[config.mk]
export PLATFORM = sky130hd
export DESIGN_NAME = counting_semaphore_timed_wait
export DESIGN_NICKNAME = d
export VERILOG_FILES = /design/src/rtl/core/csem_pkg.sv /design/src/rtl/core/counting_semaphore_timed_wait.sv
export SDC_FILE = /design/constraint.sdc
export NUM_CORES = 1
export LEC_CHECK = 0
export ABC_AREA = 1
export BUFFER_PORTS_ARGS = -buffer_cell sky130_fd_sc_hd__buf_2
export CAP_MARGIN = 20
export CORE_UTILIZATION = 55
export CTS_BUF_LIST = sky130_fd_sc_hd__clkbuf_8
export DETAILED_ROUTE_END_ITERATION = 10
export GPL_TIMING_DRIVEN = 0
export PLACE_DENSITY = 0.76
export RECOVER_POWER = 50
export SLEW_MARGIN = 15
export SYNTH_ARGS = -nofsm -noshare
export SYNTH_HDL_FRONTEND = slang
export SYNTH_SLANG_ARGS = --single-unit
[constraint.sdc]
create_clock -name clk -period 5.4 [get_ports clk]
set_input_delay 0.27 -clock clk [delete_from_list [all_inputs] [get_ports clk]]
set_output_delay 0.27 -clock clk [all_outputs]
set_load 0.01 [all_outputs]
[src/rtl/core/csem_pkg.sv]
package csem_pkg;

	localparam int MAX_WAITERS_DEF    = 16;
	localparam int THREAD_ID_BITS_DEF = 8;

	localparam int REQ_W     = 2;
	localparam int TID_W     = 8;
	localparam int WAIT_W    = 16;
	localparam int INIT_W    = 15;
	localparam int COUNT_W   = 17;
	localparam int RES_W     = 2;

	// wakes reported per tick, and the counter that tracks them
	localparam int RESULT_LIMIT = 16;
	localparam int RES_N_W      = 5;

	localparam logic signed [COUNT_W-1:0] COUNT_MAX = 17'sd65535;

	typedef enum logic [REQ_W-1:0] {
		REQ_WAIT   = 2'd0,
		REQ_SIGNAL = 2'd1,
		REQ_TICK   = 2'd2
	} req_t;

	typedef enum logic [RES_W-1:0] {
		RES_PROCEED  = 2'd0,
		RES_BLOCKED  = 2'd1,
		RES_WOKEN    = 2'd2,
		RES_REJECTED = 2'd3
	} res_t;

	// sequencer step addresses
	typedef enum logic [3:0] {
		ST_FETCH     = 4'd0,
		ST_DECODE    = 4'd1,
		ST_WAIT      = 4'd2,
		ST_SIG_UP    = 4'd3,
		ST_SIG_UT    = 4'd4,
		ST_SIG_TMCHK = 4'd5,
		ST_SIG_TM    = 4'd6,
		ST_TK_RD     = 4'd7,
		ST_TK_UPD    = 4'd8,
		ST_TK_END    = 4'd9
	} step_t;

	typedef enum logic [3:0] {
		A_FETCH,
		A_DECODE,
		A_WAIT,
		A_SIG_UP,
		A_WAKE_UT,
		A_SIG_TM_RD,
		A_WAKE_TM,
		A_TK_RD,
		A_TK_UPD,
		A_TK_END
	} act_t;

	typedef enum logic [2:0] {
		C_ACCEPT,
		C_DISPATCH,
		C_OFREE,
		C_SIG_UT,
		C_SIG_TM,
		C_SCAN_END,
		C_TK_HOLD,
		C_END_HOLD
	} cond_t;

	typedef struct packed {
		act_t  act;
		cond_t cond;
		step_t tgt_t;
		step_t tgt_f;
	} ctrl_t;

	function automatic ctrl_t ucode(input step_t step);
		ctrl_t cw;
		case (step)
			ST_FETCH:     cw = '{A_FETCH,     C_ACCEPT,   ST_DECODE,    ST_FETCH};
			ST_DECODE:    cw = '{A_DECODE,    C_DISPATCH, ST_FETCH,     ST_FETCH};
			ST_WAIT:      cw = '{A_WAIT,      C_OFREE,    ST_FETCH,     ST_WAIT};
			ST_SIG_UP:    cw = '{A_SIG_UP,    C_SIG_UT,   ST_SIG_UT,    ST_SIG_TMCHK};
			ST_SIG_UT:    cw = '{A_WAKE_UT,   C_OFREE,    ST_FETCH,     ST_SIG_UT};
			ST_SIG_TMCHK: cw = '{A_SIG_TM_RD, C_SIG_TM,   ST_SIG_TM,    ST_FETCH};
			ST_SIG_TM:    cw = '{A_WAKE_TM,   C_OFREE,    ST_FETCH,     ST_SIG_TM};
			ST_TK_RD:     cw = '{A_TK_RD,     C_SCAN_END, ST_TK_END,    ST_TK_UPD};
			ST_TK_UPD:    cw = '{A_TK_UPD,    C_TK_HOLD,  ST_TK_UPD,    ST_TK_RD};
			ST_TK_END:    cw = '{A_TK_END,    C_END_HOLD, ST_TK_END,    ST_FETCH};
			default:      cw = '{A_FETCH,     C_ACCEPT,   ST_DECODE,    ST_FETCH};
		endcase
		return cw;
	endfunction

endpackage

[src/rtl/core/counting_semaphore_timed_wait.sv]
// Channel | Dir | Handshake           | Payload
// --------+-----+---------------------+---------------------------------------------
// in      | in  | in_valid / in_stall | req_type, thread_id, wait_time
// out     | out | out_valid/out_stall | event_res, woken_thread, return_value, last
// cfg     | in  | cfg_we              | cfg_wdata (initial_count)
//
// An item is taken only in the fetch step. A tick spends a read-then-update pair
//   of sequencer steps on each timed-queue entry (one memory read port).
// Reset: count 0, both queues empty; queue memories are not cleared.
// Out stalls hold the sequencer at any step that has a beat to deliver.
module counting_semaphore_timed_wait #(
	parameter int MAX_WAITERS    = csem_pkg::MAX_WAITERS_DEF,
	parameter int THREAD_ID_BITS = csem_pkg::THREAD_ID_BITS_DEF
) (
	input  logic                          clk,
	input  logic                          arst_n,
	input  logic                          in_valid,
	output logic                          in_stall,
	input  logic [csem_pkg::REQ_W-1:0]    req_type,
	input  logic [csem_pkg::TID_W-1:0]    thread_id,
	input  logic [csem_pkg::WAIT_W-1:0]   wait_time,
	output logic                          out_valid,
	input  logic                          out_stall,
	output logic [csem_pkg::RES_W-1:0]    event_res,
	output logic [csem_pkg::TID_W-1:0]    woken_thread,
	output logic                          return_value,
	output logic                          last,
	input  logic                          cfg_we,
	input  logic [csem_pkg::INIT_W-1:0]   cfg_wdata
);

	localparam int TB = THREAD_ID_BITS;
	localparam int WW = csem_pkg::WAIT_W;
	localparam int CW = csem_pkg::COUNT_W;
	localparam int NW = csem_pkg::RES_N_W;
	localparam int AW = (MAX_WAITERS > 1) ? $clog2(MAX_WAITERS) : 1;
	localparam int LW = $clog2(MAX_WAITERS + 1);
	localparam logic [LW-1:0] LEN_ONE = LW'(1);
	localparam logic [LW-1:0] MAXL    = LW'(MAX_WAITERS);
	localparam logic [LW:0]   MAXS    = (LW+1)'(MAX_WAITERS);
	localparam logic [NW-1:0] NLIMIT  = NW'(csem_pkg::RESULT_LIMIT);

	// sequencer
	csem_pkg::step_t upc_q, upc_d;
	csem_pkg::ctrl_t cw;
	logic            ctrue;

	// latched request
	logic [csem_pkg::REQ_W-1:0] req_q;
	logic [TB-1:0]              tid_q;
	logic [WW-1:0]              wt_q;

	// semaphore state
	logic signed [CW-1:0] count_q;
	logic [AW-1:0]        ut_head_q, tm_head_q;
	logic [LW-1:0]        ut_len_q, tm_len_q;

	// tick scan
	logic [LW-1:0] i_q, w_q;
	logic [NW-1:0] n_q;
	logic          pend_valid_q;
	logic [TB-1:0] pend_tid_q;

	// queue memories
	logic [TB-1:0]    ut_mem [MAX_WAITERS];
	logic [TB+WW-1:0] tm_mem [MAX_WAITERS];
	logic [TB-1:0]    ut_rd_q;
	logic [TB+WW-1:0] tm_rd_q;

	// output register
	logic                 out_valid_q;
	csem_pkg::res_t       out_res_q;
	logic [csem_pkg::TID_W-1:0] out_tid_q;
	logic                 out_rv_q;
	logic                 out_last_q;

	// combinational
	logic                 accept, ofree;
	logic                 count_pos, wt_zero, ut_full, tm_full;
	logic signed [CW-1:0] c_up, c_dn;
	logic [AW-1:0]        ut_tail, tm_tail, tk_rd_addr, tk_wr_addr, ut_head_inc, tm_head_inc;
	logic [TB-1:0]        tid_in, rd_id;
	logic [WW-1:0]        rd_rem, tk_dec;
	logic                 tk_keep, tk_wake, tk_hold, end_hold;
	logic                 push;
	csem_pkg::res_t       push_res;
	logic [TB-1:0]        push_tid;
	logic [csem_pkg::TID_W-1:0] push_tid8;
	logic                 push_rv, push_last;
	logic                 ut_we, ut_re, tm_we, tm_re;
	logic [AW-1:0]        tm_wr_addr, tm_rd_addr;
	logic [TB+WW-1:0]     tm_wr_data;

	function automatic logic [AW-1:0] wrap_add(input logic [AW-1:0] base,
		input logic [LW-1:0] off);
		logic [LW:0] sum;
		sum = (LW+1)'(base) + (LW+1)'(off);
		if (sum >= MAXS) sum = sum - MAXS;
		return sum[AW-1:0];
	endfunction

	generate
		if (TB > csem_pkg::TID_W) begin : g_tid_wide
			assign tid_in    = {{(TB-csem_pkg::TID_W){1'b0}}, thread_id};
			assign push_tid8 = push_tid[csem_pkg::TID_W-1:0];
		end else if (TB == csem_pkg::TID_W) begin : g_tid_same
			assign tid_in    = thread_id;
			assign push_tid8 = push_tid;
		end else begin : g_tid_narrow
			assign tid_in    = thread_id[TB-1:0];
			assign push_tid8 = {{(csem_pkg::TID_W-TB){1'b0}}, push_tid};
		end
	endgenerate

	assign cw       = csem_pkg::ucode(upc_q);
	assign in_stall = (upc_q != csem_pkg::ST_FETCH);
	assign accept   = in_valid && !in_stall;
	assign ofree    = !out_valid_q || !out_stall;

	assign count_pos = (count_q > 17'sd0);
	assign c_up      = (count_q == csem_pkg::COUNT_MAX) ? count_q : count_q + 17'sd1;
	assign c_dn      = count_q - 17'sd1;
	assign wt_zero   = (wt_q == '0);
	assign ut_full   = (ut_len_q == MAXL);
	assign tm_full   = (tm_len_q == MAXL);

	assign ut_tail     = wrap_add(ut_head_q, ut_len_q);
	assign tm_tail     = wrap_add(tm_head_q, tm_len_q);
	assign tk_rd_addr  = wrap_add(tm_head_q, i_q);
	assign tk_wr_addr  = wrap_add(tm_head_q, w_q);
	assign ut_head_inc = wrap_add(ut_head_q, LEN_ONE);
	assign tm_head_inc = wrap_add(tm_head_q, LEN_ONE);

	// tick update of one timed entry; a waiter past the wake limit stays at 1
	assign rd_id    = tm_rd_q[TB+WW-1:WW];
	assign rd_rem   = tm_rd_q[WW-1:0];
	assign tk_dec   = rd_rem - WW'(1);
	assign tk_keep  = (rd_rem == WW'(1)) && (n_q >= NLIMIT);
	assign tk_wake  = !tk_keep && (tk_dec == '0);
	assign tk_hold  = tk_wake && pend_valid_q && !ofree;
	assign end_hold = pend_valid_q && !ofree;

	// next step
	always_comb begin
		case (cw.cond)
			csem_pkg::C_ACCEPT:   ctrue = accept;
			csem_pkg::C_OFREE:    ctrue = ofree;
			csem_pkg::C_SIG_UT:   ctrue = (c_up <= 17'sd0) && (ut_len_q != '0);
			csem_pkg::C_SIG_TM:   ctrue = (count_q <= 17'sd0) && (tm_len_q != '0);
			csem_pkg::C_SCAN_END: ctrue = (i_q == tm_len_q);
			csem_pkg::C_TK_HOLD:  ctrue = tk_hold;
			csem_pkg::C_END_HOLD: ctrue = end_hold;
			default:              ctrue = 1'b0;
		endcase
		upc_d = ctrue ? cw.tgt_t : cw.tgt_f;
		if (cw.cond == csem_pkg::C_DISPATCH) begin
			case (req_q)
				csem_pkg::REQ_WAIT:   upc_d = csem_pkg::ST_WAIT;
				csem_pkg::REQ_SIGNAL: upc_d = csem_pkg::ST_SIG_UP;
				csem_pkg::REQ_TICK:   upc_d = csem_pkg::ST_TK_RD;
				default:              upc_d = csem_pkg::ST_FETCH;
			endcase
		end
	end

	// control strobes and beat contents
	always_comb begin
		push       = 1'b0;
		push_res   = csem_pkg::RES_WOKEN;
		push_tid   = tid_q;
		push_rv    = 1'b0;
		push_last  = 1'b1;
		ut_we      = 1'b0;
		ut_re      = 1'b0;
		tm_we      = 1'b0;
		tm_re      = 1'b0;
		tm_wr_addr = tm_tail;
		tm_wr_data = {tid_q, wt_q};
		tm_rd_addr = tm_head_q;
		case (cw.act)
			csem_pkg::A_WAIT: begin
				push = 1'b1;
				if (count_pos) begin
					push_res = csem_pkg::RES_PROCEED;
					push_rv  = 1'b1;
				end else if (wt_zero) begin
					push_res = ut_full ? csem_pkg::RES_REJECTED : csem_pkg::RES_BLOCKED;
					ut_we    = ofree && !ut_full;
				end else begin
					push_res = tm_full ? csem_pkg::RES_REJECTED : csem_pkg::RES_BLOCKED;
					tm_we    = ofree && !tm_full;
				end
			end
			csem_pkg::A_SIG_UP: ut_re = 1'b1;
			csem_pkg::A_WAKE_UT: begin
				push     = 1'b1;
				push_tid = ut_rd_q;
				push_rv  = 1'b1;
			end
			csem_pkg::A_SIG_TM_RD: tm_re = 1'b1;
			csem_pkg::A_WAKE_TM: begin
				push     = 1'b1;
				push_tid = rd_id;
				push_rv  = 1'b1;
			end
			csem_pkg::A_TK_RD: begin
				tm_re      = 1'b1;
				tm_rd_addr = tk_rd_addr;
			end
			csem_pkg::A_TK_UPD: begin
				// previous wake goes out once we know it is not the final beat
				push       = tk_wake && pend_valid_q;
				push_tid   = pend_tid_q;
				push_last  = 1'b0;
				tm_we      = !tk_wake;
				tm_wr_addr = tk_wr_addr;
				tm_wr_data = {rd_id, tk_keep ? rd_rem : tk_dec};
			end
			csem_pkg::A_TK_END: begin
				push     = pend_valid_q;
				push_tid = pend_tid_q;
			end
			default: ;
		endcase
	end

	// sequencer and control state
	always_ff @(posedge clk or negedge arst_n) begin
		if (!arst_n) begin
			upc_q        <= csem_pkg::ST_FETCH;
			count_q      <= '0;
			ut_head_q    <= '0;
			ut_len_q     <= '0;
			tm_head_q    <= '0;
			tm_len_q     <= '0;
			i_q          <= '0;
			w_q          <= '0;
			n_q          <= '0;
			pend_valid_q <= 1'b0;
		end else begin
			upc_q <= upc_d;
			case (cw.act)
				csem_pkg::A_DECODE: begin
					i_q          <= '0;
					w_q          <= '0;
					n_q          <= '0;
					pend_valid_q <= 1'b0;
				end
				csem_pkg::A_WAIT: begin
					if (ofree) begin
						if (count_pos) begin
							count_q <= c_dn;
						end else if (wt_zero) begin
							if (!ut_full) begin
								count_q  <= c_dn;
								ut_len_q <= ut_len_q + LEN_ONE;
							end
						end else if (!tm_full) begin
							count_q  <= c_dn;
							tm_len_q <= tm_len_q + LEN_ONE;
						end
					end
				end
				csem_pkg::A_SIG_UP: count_q <= c_up;
				csem_pkg::A_WAKE_UT: begin
					if (ofree) begin
						ut_head_q <= ut_head_inc;
						ut_len_q  <= ut_len_q - LEN_ONE;
					end
				end
				csem_pkg::A_WAKE_TM: begin
					if (ofree) begin
						tm_head_q <= tm_head_inc;
						tm_len_q  <= tm_len_q - LEN_ONE;
					end
				end
				csem_pkg::A_TK_UPD: begin
					if (!tk_hold) begin
						i_q <= i_q + LEN_ONE;
						if (tk_wake) begin
							n_q          <= n_q + NW'(1);
							count_q      <= c_up;
							pend_valid_q <= 1'b1;
						end else begin
							w_q <= w_q + LEN_ONE;
						end
					end
				end
				csem_pkg::A_TK_END: begin
					tm_len_q <= w_q;
					if (ofree) pend_valid_q <= 1'b0;
				end
				default: ;
			endcase
			// new creation: reload count, drop all waiters
			if (cfg_we) begin
				count_q   <= $signed({2'b00, cfg_wdata});
				ut_head_q <= '0;
				ut_len_q  <= '0;
				tm_head_q <= '0;
				tm_len_q  <= '0;
			end
		end
	end

	always_ff @(posedge clk) begin
		if (accept) begin
			req_q <= req_type;
			tid_q <= tid_in;
			wt_q  <= wait_time;
		end
		if (cw.act == csem_pkg::A_TK_UPD && tk_wake && !tk_hold) pend_tid_q <= rd_id;
	end

	always_ff @(posedge clk) begin
		if (ut_we) ut_mem[ut_tail] <= tid_q;
		if (ut_re) ut_rd_q <= ut_mem[ut_head_q];
	end

	always_ff @(posedge clk) begin
		if (tm_we) tm_mem[tm_wr_addr] <= tm_wr_data;
		if (tm_re) tm_rd_q <= tm_mem[tm_rd_addr];
	end

	// output register
	always_ff @(posedge clk or negedge arst_n) begin
		if (!arst_n) begin
			out_valid_q <= 1'b0;
		end else if (push && ofree) begin
			out_valid_q <= 1'b1;
		end else if (!out_stall) begin
			out_valid_q <= 1'b0;
		end
	end

	always_ff @(posedge clk) begin
		if (push && ofree) begin
			out_res_q  <= push_res;
			out_tid_q  <= push_tid8;
			out_rv_q   <= push_rv;
			out_last_q <= push_last;
		end
	end

	assign out_valid    = out_valid_q;
	assign event_res    = out_res_q;
	assign woken_thread = out_tid_q;
	assign return_value = out_rv_q;
	assign last         = out_last_q;

`ifndef SYNTHESIS
	a_len_bound: assert property (@(posedge clk) disable iff (!arst_n)
		(ut_len_q <= MAXL) && (tm_len_q <= MAXL))
		else $error("queue length beyond depth");

	a_one_item: assert property (@(posedge clk) disable iff (!arst_n)
		(in_valid && !in_stall) |=> in_stall)
		else $error("second item taken before decode");

	a_pend_tick: assert property (@(posedge clk) disable iff (!arst_n)
		pend_valid_q |-> (upc_q == csem_pkg::ST_TK_RD || upc_q == csem_pkg::ST_TK_UPD
			|| upc_q == csem_pkg::ST_TK_END))
		else $error("pending wake outside tick scan");

	a_scan_order: assert property (@(posedge clk) disable iff (!arst_n)
		(w_q <= i_q) && (n_q <= NLIMIT))
		else $error("tick compaction pointers out of order");

	a_end_len: assert property (@(posedge clk) disable iff (!arst_n)
		(upc_q == csem_pkg::ST_TK_END && !cfg_we) |=> (tm_len_q == $past(w_q)))
		else $error("timed length not taken from scan");
`endif

endmodule
# --- Word level (Yosys, flattened, before mapping) ---
# Memories as Yosys holds them, arrays and structs flattened. A register that Yosys moved wholly into a read port is not among the register bits.
# Cells that the tools add are included.
word_totals:
  ff_bits: 102
  ramBits: 512
  rom_bits: 240
  in_bits: 46
  output_inout_bits: 14
  n_memories: 3
classes:
  addsub: 22
  magnitude_cmp: 10
  eq_ne: 40
  mux: 79
  bitwise: 1
  n_reduce_logical: 52
memory_table:
  columns: ["memory", "depth", "word_bits", "read_ports", "rd_ports_with_merged_regs", "wr", "line_no", "rtl"]
  rows:
  - ["tm_mem", 16, 24, 1, 1, 1, "counting_semaphore_timed_wait.sv:66", "logic [TB+WW-1:0] tm_mem [MAX_WAITERS];"]
  - ["(no name shown)", 16, 15, 1, 0, 0, "csem_pkg.sv:79", "case (step)"]
  - ["ut_mem", 16, 8, 1, 1, 1, "counting_semaphore_timed_wait.sv:65", "logic [TB-1:0] ut_mem [MAX_WAITERS];"]
ops:
  columns: ["operator", "n"]
  rows:
  - ["$mux W17", 9]
  - ["$mux W5", 17]
  - ["$mux W4", 16]
  - ["$pmux W17 S3", 1]
  - ["$pmux W5 S2", 4]
  - ["$le A17 B1 Y1 const B", 2]
  - ["$logic_not A16 Y1", 2]
  - ["$ne A3 B3 Y1 const B", 10]
  - ["$add A5 B1 Y5 const B", 5]
  - ["$add A4 B5 Y6", 4]
  - ["$ge A6 B5 Y1 const B", 4]
  - ["$mux W24", 1]
  - ["$pmux W8 S3", 1]
  - ["$sub A4 B1 Y4 const B", 6]
  - ["$mux W1", 18]
  - ["$reduce_and A6 Y1", 3]
  - ["$add A17 B2 Y17 const B", 1]
  - ["$eq A17 B17 Y1 const B", 1]
  - ["$gt A17 B1 Y1 const B", 1]
  - ["$sub A17 B2 Y17 const B", 1]
  - ["$eq A16 B1 Y1 const B", 1]
  - ["$eq A4 B3 Y1 const B", 4]
  - ["$mux W16", 1]
  - ["$sub A16 B1 Y16 const B", 1]
  - ["37 further kinds", 90]

# --- Longest topological paths before layout ---
logic_depth:
  depth_word: 9
  depth_mapped: 18
  depth_no_buf: 17

# --- Worst setup path after synthesis ---
# OpenSTA, ideal clock, no wires.
synth_timing:
  path_kind: "flip-flop to flip-flop"
  from: "register upc_q[1]"
  to: "memory tm_mem[11][0] (netlist name), enable pin"
  t_arrival_ps: 3861
  setup_slack_ps: 1134
  path_stages_with_launch: 18
  period_less_slack_ps: 4266
  cell_sequence: "dfrtp_1 -> nor2_2 -> inv_2 -> nor2_4 -> inv_2 -> nor2_4 -> clkbuf_1 -> clkbuf_1 -> nand2_1 -> o21ai_0 -> ha_1 -> a21oi_1 -> nand2_1 -> xor2_1 -> or2_2 -> nand2_1 -> nand2_1 -> nor2_1"
synth_via:
  elab_chain_len: 5
synth_lines:
  columns: ["item", "line_no", "rtl"]
  rows:
  - ["start, declared", "counting_semaphore_timed_wait.sv:44", "csem_pkg::step_t upc_q, upc_d;"]
  - ["start signal, assigned", "counting_semaphore_timed_wait.sv:230", "upc_q <= csem_pkg::ST_FETCH;"]
  - ["start signal, assigned", "counting_semaphore_timed_wait.sv:241", "upc_q <= upc_d;"]
  - ["$mem_v2 Z16 W15 *", null, null]
  - ["$eq A4 B4 Y1 or $eq A4 B2 Y1 (tied branches)", "counting_semaphore_timed_wait.sv:180", "case (cw.act)"]
  - ["$pmux W1 S2", "counting_semaphore_timed_wait.sv:180", null]
  - ["$mux W1", "counting_semaphore_timed_wait.sv:321", "if (tm_we) tm_mem[tm_wr_addr] <= tm_wr_data;"]
  - ["$mux W1 (not written as such)", "counting_semaphore_timed_wait.sv:321", null]
  - ["end, declared", "counting_semaphore_timed_wait.sv:66", null]
# Every way passes the cells marked *; elsewhere a longest branch is shown, timed or not.

# --- Worst setup path after layout ---
layout_timing:
  from: "register upc_q[1]"
  to: "memory tm_mem[15][3] (netlist name), enable pin"
# Same word-level chain as after synthesis.

==> impl_metrics.tcl <==
set metrics [dict create \
    outcome "finished, violations left" \
    violations "capacitance limit, slew limit" \
    crit_chain "nor2_2 -> inv_1 -> nor2_4 -> inv_2 -> nor2_4 -> clkbuf_1 -> clkbuf_1 -> nand2_1 -> o21ai_0 -> ha_1 -> a21oi_1 -> nand2_1 -> xor2_1 -> or2_2 -> nand2_1 -> nand2_1 -> nor2_4" \
    avgSynthCellArea_um2 11.75 \
    clk_pin_slew_ps 70 \
    cpMostUsedCell "nand2_1" \
    fin_crit_ps 4912 \
    coreArea_um2 50480 \
    synth_area_leaders "edfxtp_1 63%, o21ai_0 5.2%, nor2_1 5.0%" \
    cp.required_ps 5710 \
    synth_seq_area_share_pct 67.47 \
    max_freq_ghz 0.2036 \
    drtIter0Drc 2973 \
    dr.pass1.iters 6 \
    synth.top_cell.area_share_pct 62.52 \
    io_buffer_count 58 \
    critPathMaxStageDelay_ps 760 \
    ir_drop_mv 0.3709 \
    grt_max_degree 57 \
    dieWidth_um 229.0 \
    initial_utilization_pct 56.13 \
    synth-edff-count 590 \
    clock-sinks 646 \
    cts_tree "done" \
    htree_levels 3 \
    total_power_mw 14.64 \
    final_core_utilization_pct 63.51 \
    cp-end-kind "flop" \
    row_count 82 \
    fill_cells 3921 \
    final_nets 2716 \
    antenna_left 0 \
    dp_cells 3165 \
    yosysWarnings 0 \
    maxSlewViolCount 159 \
    critPathLaunchType "flop" \
    ctsLongestPathBuffers 3 \
    ys_ff_latch 646 \
    skew_ps 41.38 \
    setup_violations 0 \
    yosysMostFrequentCell "edfxtp_1" \
    antenna_found_initial 0 \
    root_buffer "clkbuf_8" \
    grt_use_total_pct 30.53 \
    leakage_nw 11.31 \
    synth_fp_nets 2489 \
    drcViolationCount 0 \
    cp.arrival_ps 5220 \
    period_share_pct 90.96 \
    syn_inst 2411 \
    synth.distinct_cells 53 \
    gp_congestion 0.9360 \
    finalWirelength_um 80130 \
    slew_headroom_pct -124.0 \
    worst_hold_path_type "primary input to flop" \
    yosys.area.top_type "edfxtp_1" \
    critPathTopFamily "simple AND/OR/NAND/NOR gates" \
    hold_viol 0 \
    post_cts_buffers 0 \
    synth_area_um2 28340 \
    power_density_nw_per_um2 456.8 \
    hpwl_um 53260 \
    ys_top_cells_by_count "590 x edfxtp_1, 378 x nor2_1, 292 x o21ai_0" \
    clk-insertion-delay-late_ps 720 \
    cp_max_fo 24 \
    overflow 0 \
    hold-worst-slack_ps 51.51 \
    numCtsBuffers 102 \
    wl_per_cell_um 23.60 \
    area_delta_synth_final_pct 13.14 \
    fin_setup_tns_ps 0 \
    grt_pass1_vias 20800 \
    critPathSlowestCell "nor2_4" \
    maxCapViolCount 7 \
    die-area_um2 52430 \
    fp.dieH_um 229.0 \
    num_vias 20990 \
    drive_above_1_share_pct 10.36 \
    synth-main-ff-cell "edfxtp_1" \
    async_reset_ff_share_pct 8.669 \
    rsz0062_at_grt "false" \
    crit_buf_inv 4 \
    criticalPathCategory "flop to flop" \
    final_cells 3395 \
    tightestPinTransition_ps 3361 \
    viasPerCell 6.183 \
    ios 60 \
    grt_pass1_wl_um 120700 \
]
-- logic make-up after synthesis --
| logic type | after synthesis | synth area share, % |
|---|---|---|
| fa+ha+maj | 32 | 1.545 |
| flops | 646 | 67.47 |
| simple gates | 853 | 12.85 |
| xor+xnor | 37 | 1.144 |
| compound gates | 554 | 12.23 |
| mux | 29 | 1.024 |
| buf+inv | 260 | 3.731 |
-- registers in the layout (all words and copies together) (netlist names), 4 cells and up --
name          flops
n_q               5
tm_rd_q          24
tm_mem          384
ut_mem          128
tm_len_q          5
count_q          17
pend_tid_q        8
woken_thread      8
tid_q             8
wt_q             16
ut_len_q          5
i_q               5
ut_head_q         4
w_q               5
ut_rd_q           8
tm_head_q         4
upc_q             4
-- cell type report --
| class | count | area, um^2 | area share, % |
|---|---|---|---|
| antenna | 1 | 2.502 | 0.007806 |
| buffer | 122 | 505.5 | 1.577 |
| clock buffer | 108 | 1486 | 4.637 |
| clock inverter | 80 | 441.7 | 1.378 |
| inverter | 138 | 518.0 | 1.616 |
| multi-input combinational | 1505 | 8190 | 25.55 |
| sequential | 646 | 19120 | 59.64 |
| tap | 672 | 840.8 | 2.623 |
| timing repair buffer | 123 | 954.7 | 2.978 |
-- metrics by stage --
step / setup WS, ps / area (um^2)
3_3_place_gp: -359.3 / 29470
4_1_cts: 318.8 / 32360
3_5_place_dp: 373.1 / 30020
2_1_floorplan: 1134 / 28340
6_report: 488.0 / 32060
5_1_grt: 221.8 / 32060
-- routing by layer --
layer | part of all wire (%) | track usage, % | vias up
met5 | 0 | 0 | -
li1 | - | - | 9272
met3 | 11 | 7.059 | 249
met2 | 46 | 48.41 | 1342
met1 | 38 | 39.11 | 10130
met4 | 5.2 | 16.58 | 0
-- worst reg2reg max path: cells and delay by family, from the launching register on --
| kind | cells | cell delay [ps] |
|---|---|---|
| xor gates and xnor gates | 1 | 160 |
| and+or+nand+nor | 9 | 2200 |
| AOI/OAI and AO/OA | 2 | 270 |
| DFF | 1 | 460 |
| adders and majority gates | 1 | 310 |
| buffers and inverters | 4 | 1090 |
-- what timing repair did --
action | in CTS | in global routing
setup endpoints to repair | 0 | 25
hold buffers | 41 | 0
resized for setup | 0 | 0
endpoints found under the hold margin | 96 | 0
-- power by group --
part | internal [mW] | switching, mW
sequential | 6.31 | 0.365
combinational | 1.06 | 2.95
clock | 2.00 | 1.96
total | 9.37 | 5.27
-- cell usage in the layout, fill, tap and decap left out, types with 46 or more instances in the layout --
cell        n
nand3_1   111
o221ai_1   88
nand2_1   275
o21ai_0   304
buf_2      64
edfxtp_1  590
clkbuf_1  122
clkbuf_8  108
dfrtp_1    56
inv_1     165
o211ai_1   46
nor2_1    365
-- path summary, 6_finish.rpt --
path | from | to | slack, ps | depth (start not counted)
worst max-delay path | upc_q[1] | tm_mem[15][3] | 490 | 17
worst min-delay path | cfg_wdata[11] | count_q[11] | 50 | 5
worst max register to register | upc_q[1] | tm_mem[15][3] | 490 | 17
worst min register to register | tm_rd_q[18] | pend_tid_q[2] | 420 | 0
max in group asynchronous | arst_n | tm_head_q[1] | 2240 | 2
min in group asynchronous | arst_n | ut_head_q[0] | 1230 | 2
No activity file was read; power rests on OpenSTA's default activity.
